### config.mk
export PLATFORM = sky130hd
export DESIGN_NAME = npst_ctrl_flat
export DESIGN_NICKNAME = d
export VERILOG_FILES = /design/src/rtl/npst_pkg.sv /design/src/rtl/npst_if.sv /design/src/rtl/npst_ctrl.sv /design/src/flat_wrapper.sv
export SDC_FILE = /design/constraint.sdc
export NUM_CORES = 1
export LEC_CHECK = 0
export ABC_CLOCK_PERIOD_IN_PS = 2500
export BUFFER_PORTS_ARGS = -buffer_cell sky130_fd_sc_hd__buf_2
export CORE_MARGIN = 2
export CORE_UTILIZATION = 42
export DETAILED_ROUTE_END_ITERATION = 7
export GPL_TIMING_DRIVEN = 0
export PLACE_DENSITY = 0.71
export RECOVER_POWER = 50
export SLEW_MARGIN = 30
export SYNTH_ARGS = -nofsm -noshare
export SYNTH_HDL_FRONTEND = slang
export SYNTH_SLANG_ARGS = --single-unit
export TNS_END_PERCENT = 100
### constraint.sdc
create_clock -name clk -period 2.5 [get_ports clk]
set_input_delay 0.5 -clock clk [delete_from_list [all_inputs] [get_ports clk]]
set_output_delay 0.5 -clock clk [all_outputs]
set_load 0.01 [all_outputs]
### src/rtl/npst_pkg.sv
// ----------------------------------------------------------------------------
// npst_pkg: shared types and constants of the node pair set table
// Sizes, operation and status codes, and the structs that travel between
// the controller and the chain of storage cells.
// ----------------------------------------------------------------------------
package npst_pkg;

  // table size and derived widths
  localparam int CAPACITY = 64;
  localparam int CNT_W    = $clog2(CAPACITY);
  localparam int FILL_W   = $clog2(CAPACITY + 1);

  // request modes
  localparam logic [1:0] MODE_INSERT = 2'd0;
  localparam logic [1:0] MODE_REMOVE = 2'd1;
  localparam logic [1:0] MODE_SORT   = 2'd2;
  localparam logic [1:0] MODE_READ   = 2'd3;

  // result status codes
  localparam logic [1:0] STAT_DONE    = 2'd0;
  localparam logic [1:0] STAT_PRESENT = 2'd1;
  localparam logic [1:0] STAT_FULL    = 2'd2;
  localparam logic [1:0] STAT_RANGE   = 2'd3;

  // cell operations broadcast along the chain
  localparam logic [2:0] CELL_IDLE  = 3'd0;
  localparam logic [2:0] CELL_SCAN  = 3'd1;
  localparam logic [2:0] CELL_READ  = 3'd2;
  localparam logic [2:0] CELL_WRITE = 3'd3;
  localparam logic [2:0] CELL_CLEAR = 3'd4;
  localparam logic [2:0] CELL_SORT  = 3'd5;

  // one table entry; net is the major key, so a packed compare orders pairs
  typedef struct packed {
    logic [15:0] net;
    logic [15:0] node;
  } entry_t;

  // search/read result rippling toward cell 0
  typedef struct packed {
    logic   hit;
    entry_t ent;
  } carry_t;

  // broadcast control from the controller
  typedef struct packed {
    logic [2:0] op;
    entry_t     key;
  } cell_ctl_t;

  // per-cell position decode
  typedef struct packed {
    logic active;   // below fill count
    logic at_fill;  // next free slot
    logic rd_sel;   // addressed by read index
    logic lo_pair;  // lower member of a live compare pair this phase
    logic hi_pair;  // upper member of a live compare pair this phase
  } cell_sel_t;

endpackage

### src/rtl/npst_if.sv
// ----------------------------------------------------------------------------
// npst_if: request and result channels of the node pair set table
// Valid/ready channels; an item moves when valid and ready are both high.
// ----------------------------------------------------------------------------
interface npst_in_if;
  logic        valid;
  logic        ready;
  logic [1:0]  mode;
  logic [15:0] net;
  logic [15:0] node;
  logic [5:0]  index;

  modport source (output valid, mode, net, node, index, input ready);
  modport sink   (input valid, mode, net, node, index, output ready);
endinterface

interface npst_out_if;
  logic        valid;
  logic        ready;
  logic [1:0]  status;
  logic [15:0] read_net;
  logic [15:0] read_node;
  logic [6:0]  entry_count;

  modport source (output valid, status, read_net, read_node, entry_count, input ready);
  modport sink   (input valid, status, read_net, read_node, entry_count, output ready);
endinterface

### src/rtl/npst_ctrl.sv
// ----------------------------------------------------------------------------
// npst_ctrl: sequencer of the node pair set table
// Takes one request, runs the cell chain for a scan or sort pass (none for a
// remove), keeps the fill count and registers the result item.
// ----------------------------------------------------------------------------
module npst_ctrl (
  input  logic                        clk,
  input  logic                        rst_n,
  npst_in_if.sink                     in_if,
  npst_out_if.source                  out_if,
  input  npst_pkg::carry_t            carry0,
  output npst_pkg::cell_ctl_t         ctl,
  output logic                        phase,
  output logic [npst_pkg::FILL_W-1:0] fill,
  output logic [5:0]                  idx
);
  import npst_pkg::*;

  localparam logic [1:0] S_IDLE = 2'd0;
  localparam logic [1:0] S_SCAN = 2'd1;
  localparam logic [1:0] S_SORT = 2'd2;
  localparam logic [1:0] S_FIN  = 2'd3;

  logic [1:0]        state_r, state_nxt;
  logic [CNT_W-1:0]  cnt_r, cnt_nxt;
  logic [FILL_W-1:0] fill_r, fill_nxt;
  logic [1:0]        mode_r;
  entry_t            key_r;
  logic [5:0]        index_r;

  logic              out_valid_r, out_valid_nxt;
  logic [1:0]        status_r, status_nxt;
  entry_t            rd_r, rd_nxt;

  logic              accept;
  logic              commit;
  logic              is_full;
  logic              in_range;
  logic              do_write;

  assign accept   = in_if.valid && in_if.ready;
  assign commit   = (state_r == S_FIN) && (!out_valid_r || out_if.ready);
  assign is_full  = (fill_r == FILL_W'(CAPACITY));
  assign in_range = (32'(index_r) < 32'(fill_r));
  assign do_write = (mode_r == MODE_INSERT) && !carry0.hit && !is_full;

  assign in_if.ready = (state_r == S_IDLE);

  // sequencer
  always_comb begin
    state_nxt = state_r;
    cnt_nxt   = cnt_r;
    case (state_r)
      S_IDLE: begin
        if (accept) begin
          cnt_nxt = CNT_W'(CAPACITY - 1);
          case (in_if.mode)
            MODE_REMOVE: state_nxt = S_FIN;
            MODE_SORT:   state_nxt = S_SORT;
            default:     state_nxt = S_SCAN;
          endcase
        end
      end
      S_SCAN, S_SORT: begin
        if (cnt_r == '0) state_nxt = S_FIN;
        else             cnt_nxt   = cnt_r - 1'b1;
      end
      S_FIN: begin
        if (commit) state_nxt = S_IDLE;
      end
      default: state_nxt = S_IDLE;
    endcase
  end

  // broadcast to the chain
  always_comb begin
    ctl.key = key_r;
    ctl.op  = CELL_IDLE;
    case (state_r)
      S_SCAN: ctl.op = (mode_r == MODE_READ) ? CELL_READ : CELL_SCAN;
      S_SORT: ctl.op = CELL_SORT;
      S_FIN: begin
        if (commit && do_write)                    ctl.op = CELL_WRITE;
        else if (commit && mode_r == MODE_REMOVE)  ctl.op = CELL_CLEAR;
      end
      default: ctl.op = CELL_IDLE;
    endcase
  end

  // result formation
  always_comb begin
    fill_nxt      = fill_r;
    out_valid_nxt = out_valid_r && !out_if.ready;
    status_nxt    = status_r;
    rd_nxt        = rd_r;
    if (commit) begin
      out_valid_nxt = 1'b1;
      status_nxt    = STAT_DONE;
      rd_nxt        = '0;
      case (mode_r)
        MODE_INSERT: begin
          if (carry0.hit)   status_nxt = STAT_PRESENT;
          else if (is_full) status_nxt = STAT_FULL;
          else              fill_nxt   = fill_r + 1'b1;
        end
        MODE_READ: begin
          if (in_range) rd_nxt     = carry0.ent;
          else          status_nxt = STAT_RANGE;
        end
        default: status_nxt = STAT_DONE;
      endcase
    end
  end

  // control registers
  always_ff @(posedge clk) begin
    if (!rst_n) begin
      state_r     <= S_IDLE;
      fill_r      <= '0;
      out_valid_r <= 1'b0;
      cnt_r       <= '0;
    end else begin
      state_r     <= state_nxt;
      fill_r      <= fill_nxt;
      out_valid_r <= out_valid_nxt;
      cnt_r       <= cnt_nxt;
    end
  end

  // request and result payload
  always_ff @(posedge clk) begin
    if (accept) begin
      mode_r   <= in_if.mode;
      key_r    <= '{net: in_if.net, node: in_if.node};
      index_r  <= in_if.index;
    end
    status_r <= status_nxt;
    rd_r     <= rd_nxt;
  end

  // entry_count follows the live fill count, which only moves on commit
  assign out_if.valid       = out_valid_r;
  assign out_if.status      = status_r;
  assign out_if.read_net    = rd_r.net;
  assign out_if.read_node   = rd_r.node;
  assign out_if.entry_count = 7'(fill_r);

  assign phase = cnt_r[0];
  assign fill  = fill_r;
  assign idx   = index_r;

endmodule

### src/flat_wrapper.sv
// flat-port wrapper written by rule: the top's interface ports become plain ports
module npst_ctrl_flat import npst_pkg::*;
  (clk, rst_n, carry0, ctl, phase, fill, idx, in_if_valid, in_if_mode, in_if_net, in_if_node, in_if_index, in_if_ready, out_if_valid, out_if_status, out_if_read_net, out_if_read_node, out_if_entry_count, out_if_ready);
  npst_in_if in_if_i ();
  npst_out_if out_if_i ();
  input  logic clk;
  input  logic rst_n;
  input  npst_pkg::carry_t carry0;
  output npst_pkg::cell_ctl_t ctl;
  output logic phase;
  output logic [npst_pkg::FILL_W-1:0] fill;
  output logic [5:0] idx;
  input wire logic [$bits(in_if_i.valid)-1:0] in_if_valid;
  input wire logic [$bits(in_if_i.mode)-1:0] in_if_mode;
  input wire logic [$bits(in_if_i.net)-1:0] in_if_net;
  input wire logic [$bits(in_if_i.node)-1:0] in_if_node;
  input wire logic [$bits(in_if_i.index)-1:0] in_if_index;
  output wire logic [$bits(in_if_i.ready)-1:0] in_if_ready;
  output wire logic [$bits(out_if_i.valid)-1:0] out_if_valid;
  output wire logic [$bits(out_if_i.status)-1:0] out_if_status;
  output wire logic [$bits(out_if_i.read_net)-1:0] out_if_read_net;
  output wire logic [$bits(out_if_i.read_node)-1:0] out_if_read_node;
  output wire logic [$bits(out_if_i.entry_count)-1:0] out_if_entry_count;
  input wire logic [$bits(out_if_i.ready)-1:0] out_if_ready;
  assign in_if_i.valid = in_if_valid;
  assign in_if_i.mode = in_if_mode;
  assign in_if_i.net = in_if_net;
  assign in_if_i.node = in_if_node;
  assign in_if_i.index = in_if_index;
  assign in_if_ready = in_if_i.ready;
  assign out_if_valid = out_if_i.valid;
  assign out_if_status = out_if_i.status;
  assign out_if_read_net = out_if_i.read_net;
  assign out_if_read_node = out_if_i.read_node;
  assign out_if_entry_count = out_if_i.entry_count;
  assign out_if_i.ready = out_if_ready;
  npst_ctrl u_core (.clk(clk), .rst_n(rst_n), .in_if(in_if_i), .out_if(out_if_i), .carry0(carry0), .ctl(ctl), .phase(phase), .fill(fill), .idx(idx));
endmodule
==> key figures <==
Clock network
  – Clock sinks: 90
  – TritonCTS clock tree: done
  – Longest Clk Path Bufs: 2
  – Worst skew pair latency: 0.35 ns
  – TritonCTS Buffers: 9
  – CTS hold repair buffers: 0
  – Root buf cell: clkbuf_8
  – Clk slew on worst S/H paths: 0.10 ns
  – CTS H-Tree Depth: 3

Critical path
  – Critical Path RT: 2.00 ns
  – CP bufs+invs: 1
  – Crit-path max cell delay: 0.58 ns
  – Worst setup SP type: register
  – CP Class: reg -> out
  – Crit-path max FO: 9
  – Slowest CP cell: or4b_4
  – Worst endpoint data arrival time: 1.93 ns
  – Critical-path cell list: or4b_4, o21a_4, nand2_1, a21oi_1, buf_2
  – CP delay by family, top: simple AND/OR/NAND/NOR gates
  – Endpoint type of the worst setup path: primary output

Power and ir drop
  – Pwr dens: 852 mW/mm^2
  – Flop pwr share: 49.3%
  – Static leakage: 2.02 nW
  – Clock Power Share: 23.8%
  – Combinational power share: 26.9%
  – Switching Fraction: 32.3%
  – Worst vdd ir: 388 uV
  – P_int: 2.85 mW
  – Psw: 1.36 mW

Place
  – Placed insts: 551
  – DP Worst Slack: -0.607 ns
  – Post-DP Area: 0.00478 sq mm
  – Post-DP HPWL: 6420 um
  – Global placer's final weighted congestion: 0.780
  – IO Port Bufs: 168

Timing
  – Final setup viols: 0
  – Fin crit share: 97.1%
  – Hold Fails Final Rpt: 0
  – RSZ-0062 raised after global routing: no
  – Slew Viols, Final: 0
  – Post-route setup TNS: 0 ns
  – Setup ws final: 0.0721 ns
  – Clock period minus worst slack: 2.43 ns
  – Fmax: 412 MHz
  – Worst-Margin Slew: 0.876 ns
  – Slew HR: 41.3%
  – Setup Skew: 0.0176 ns

Yosys
  – Synth area leader: edfxtp_1
  – Prevailing post-synth register cell: edfxtp_1
  – Syn_area_per_cell: 13.8 sq um
  – Flops & latches, synth: 90
  – EDFF count, synth: 74
  – Sequential share of the synthesized area: 67.4%
  – Yosys warnings: 0
  – Largest family of logic cells by synthesized area: simple AND/OR/NAND/NOR gates
  – Cell variety after synth: 44
  – Post-Synth Simple-Gate Area: 12.9%
  – Post-Synth XOR/XNOR Area: 0%
  – Share of the synthesized area in the top cell type: 58.9%
  – Area share of fa/ha/maj cells after synthesis: 5.97%
  – Syn_nets: 369
  – Compound-Gate Fraction of Synth Area: 8.40%
  – Mux share of post-synthesis cell area: 1.10%
  – Syn Std Cell Area: 0.00377 sq mm
  – Synth area leaders: edfxtp_1 (59%), dfxtp_1 (8.5%), ha_1 (6.0%)
  – Syn Inst Count: 274
  – Ys async rst share: 0%

Final layout
  – Area added between synthesis and finish: 30.8%
  – Antenna diodes: 0
  – Fin area: 0.00493 sq mm
  – Final Util: 56.5%
  – Fill cell count: 783
  – Post-layout nets: 554
  – Layout cells sized above 1: 30.2%
  – Final Non-Filler Cells: 571

Global routing
  – Initial antenna violation count: 0
  – Largest net degree at the start of global routing: 28
  – GR Overflow Total: 0
  – First-pass GRT wire length: 13100 um
  – Total GRT Usage: 17.1%
  – Vias in the first global route: 2625

Floorplan
  – Die ar.: 0.00975 sq mm
  – CORE AREA: 0.00872 sq mm
  – FP Rows: 34
  – Chip Width: 98.7 um
  – Initial Util: 43.2%
  – Die Span Y: 98.7 um
  – IO Pins: 169

Route
  – Routed length per instance: 15.2 um
  – Vias: 2854
  – Post-DRT Antenna Nets: 0
  – Initial drt markers: 148
  – DRC: 0
  – Final Routed Wirelength: 8660 um
  – Vias per cell: 5.00
  – Detailed Routing Iterations Pass 1: 5

Min path
  – Hold Path Class: in -> reg

Job
  – Max-cap viol count: 0

Run status
  – Status: completed
layout make-up:
type / instances / area (sq um) / area share (%)
buffer: 16 / 87.6 / 1.78
clock buffer: 9 / 124 / 2.51
clock inverter: 6 / 73.8 / 1.50
inverter: 18 / 71.3 / 1.45
multi-input combinational: 149 / 1080 / 21.8
sequential: 90 / 2550 / 51.8
tap: 108 / 135 / 2.74
timing repair buffer: 173 / 800 / 16.2
timing repair inverter: 2 / 10.0 / 0.203
cell usage in the layout, fill, tap and decap left out, drive strengths merged, types with 2 or more instances in the layout:
cell type,instances
a21o,2
a21oi,13
o21a,3
buf,99
nand2b,5
clkinvlp,5
ha,18
nor2b,2
o311ai,2
nand3,5
o21ai,6
clkbuf,99
and3,32
or4b,2
o221a,2
nand2,15
edfxtp,74
inv,19
a211oi,3
nor2,11
nor4,2
o31ai,4
nand4,3
mux2i,3
dfxtp,16
power by group through the flow:
stage          logic (mW)  clock network [mW]  registers [mW]
2_1_floorplan       0.596                   0            2.20
3_3_place_gp         1.10                   0            2.10
3_5_place_dp         1.17                   0            2.10
4_1_cts              1.19                1.03            2.07
5_1_grt              1.26                1.09            2.11
6_report             1.13                1.00            2.07
sequential cells by signal, indices dropped and copies added, names as in the netlist:
| name | count |
|---|---|
| u_core.state_r | 2 |
| u_core.mode_r | 2 |
| u_core.out_if.valid | 1 |
| u_core.ctl | 32 |
| u_core.out_if.status | 2 |
| u_core.out_if.read_net | 16 |
| u_core.out_if.read_node | 16 |
| u_core.fill | 7 |
| u_core.idx | 6 |
| u_core.cnt_r | 6 |
cells in the mapped netlist, drive strengths merged (2+ instances only):
cell type / n
clkbuf: 10
nand2b: 5
inv: 17
nor2: 11
dfxtp: 16
a21o: 2
a211oi: 3
nor2b: 2
o221a: 2
mux2i: 3
nand3: 5
buf: 7
and3: 32
o21ai: 6
edfxtp: 74
nor4: 2
nand2: 15
o21a: 3
ha: 18
o31ai: 4
nand4: 3
a21oi: 13
or4b: 2
o311ai: 2
cells by family after synthesis:
family          Yosys count
fa+ha+maj                18
mux                       4
buf+inv                  35
flops                    90
simple gates             85
compound gates           42
per-stage QoR:
step | hold WS [ns] | total power, mW
6_report | 0.318 | 4.20
5_1_grt | 0.297 | 4.45
3_5_place_dp | 0.497 | 3.27
3_3_place_gp | 0.488 | 3.20
4_1_cts | 0.302 | 4.29
2_1_floorplan | 0.461 | 2.80
layer usage:
| layer | vias to the layer above | wire, um | global-route usage (%) |
|---|---|---|---|
| met5 | - | 0 | 0 |
| met4 | 0 | 86 | 4.32 |
| met3 | 9 | 639 | 4.61 |
| met2 | 127 | 4330 | 29.0 |
| met1 | 1331 | 3600 | 21.8 |
| li1 | 1387 | - | - |
worst reg2reg max path, stage by stage, from the launching register on:
cell and delay [ns]:
dfxtp_1 0.47, inv_1 0.11, ha_1 0.32, a21o_1 0.18
a21oi_1 0.16, o32a_1 0.35, clkbuf_1 0.35, a211oi_1 0.14
worst paths after layout:
path         depth (start not counted)       startpoint                 endpoint  slack, ns
max reg2reg                          7   u_core.fill[4]  u_core.out_if.status[1]       0.17
min reg2reg                          1  u_core.cnt_r[4]          u_core.cnt_r[4]       0.52
max                                  5   u_core.fill[2]                  ctl[32]       0.07
min                                  1    in_if_node[7]            u_core.ctl[7]       0.32
what timing repair did:
| item | 4_1_cts | 5_1_grt |
|---|---|---|
| setup buffers | 2 | 2 |
| endpoints found under the setup margin | 3 | 3 |
| resized for setup | 3 | 8 |
| hold endpoints to repair | 0 | 0 |
| pin swaps | 1 | 0 |
| gates cloned | 2 | 0 |
No activity file was read; power rests on OpenSTA's default activity.
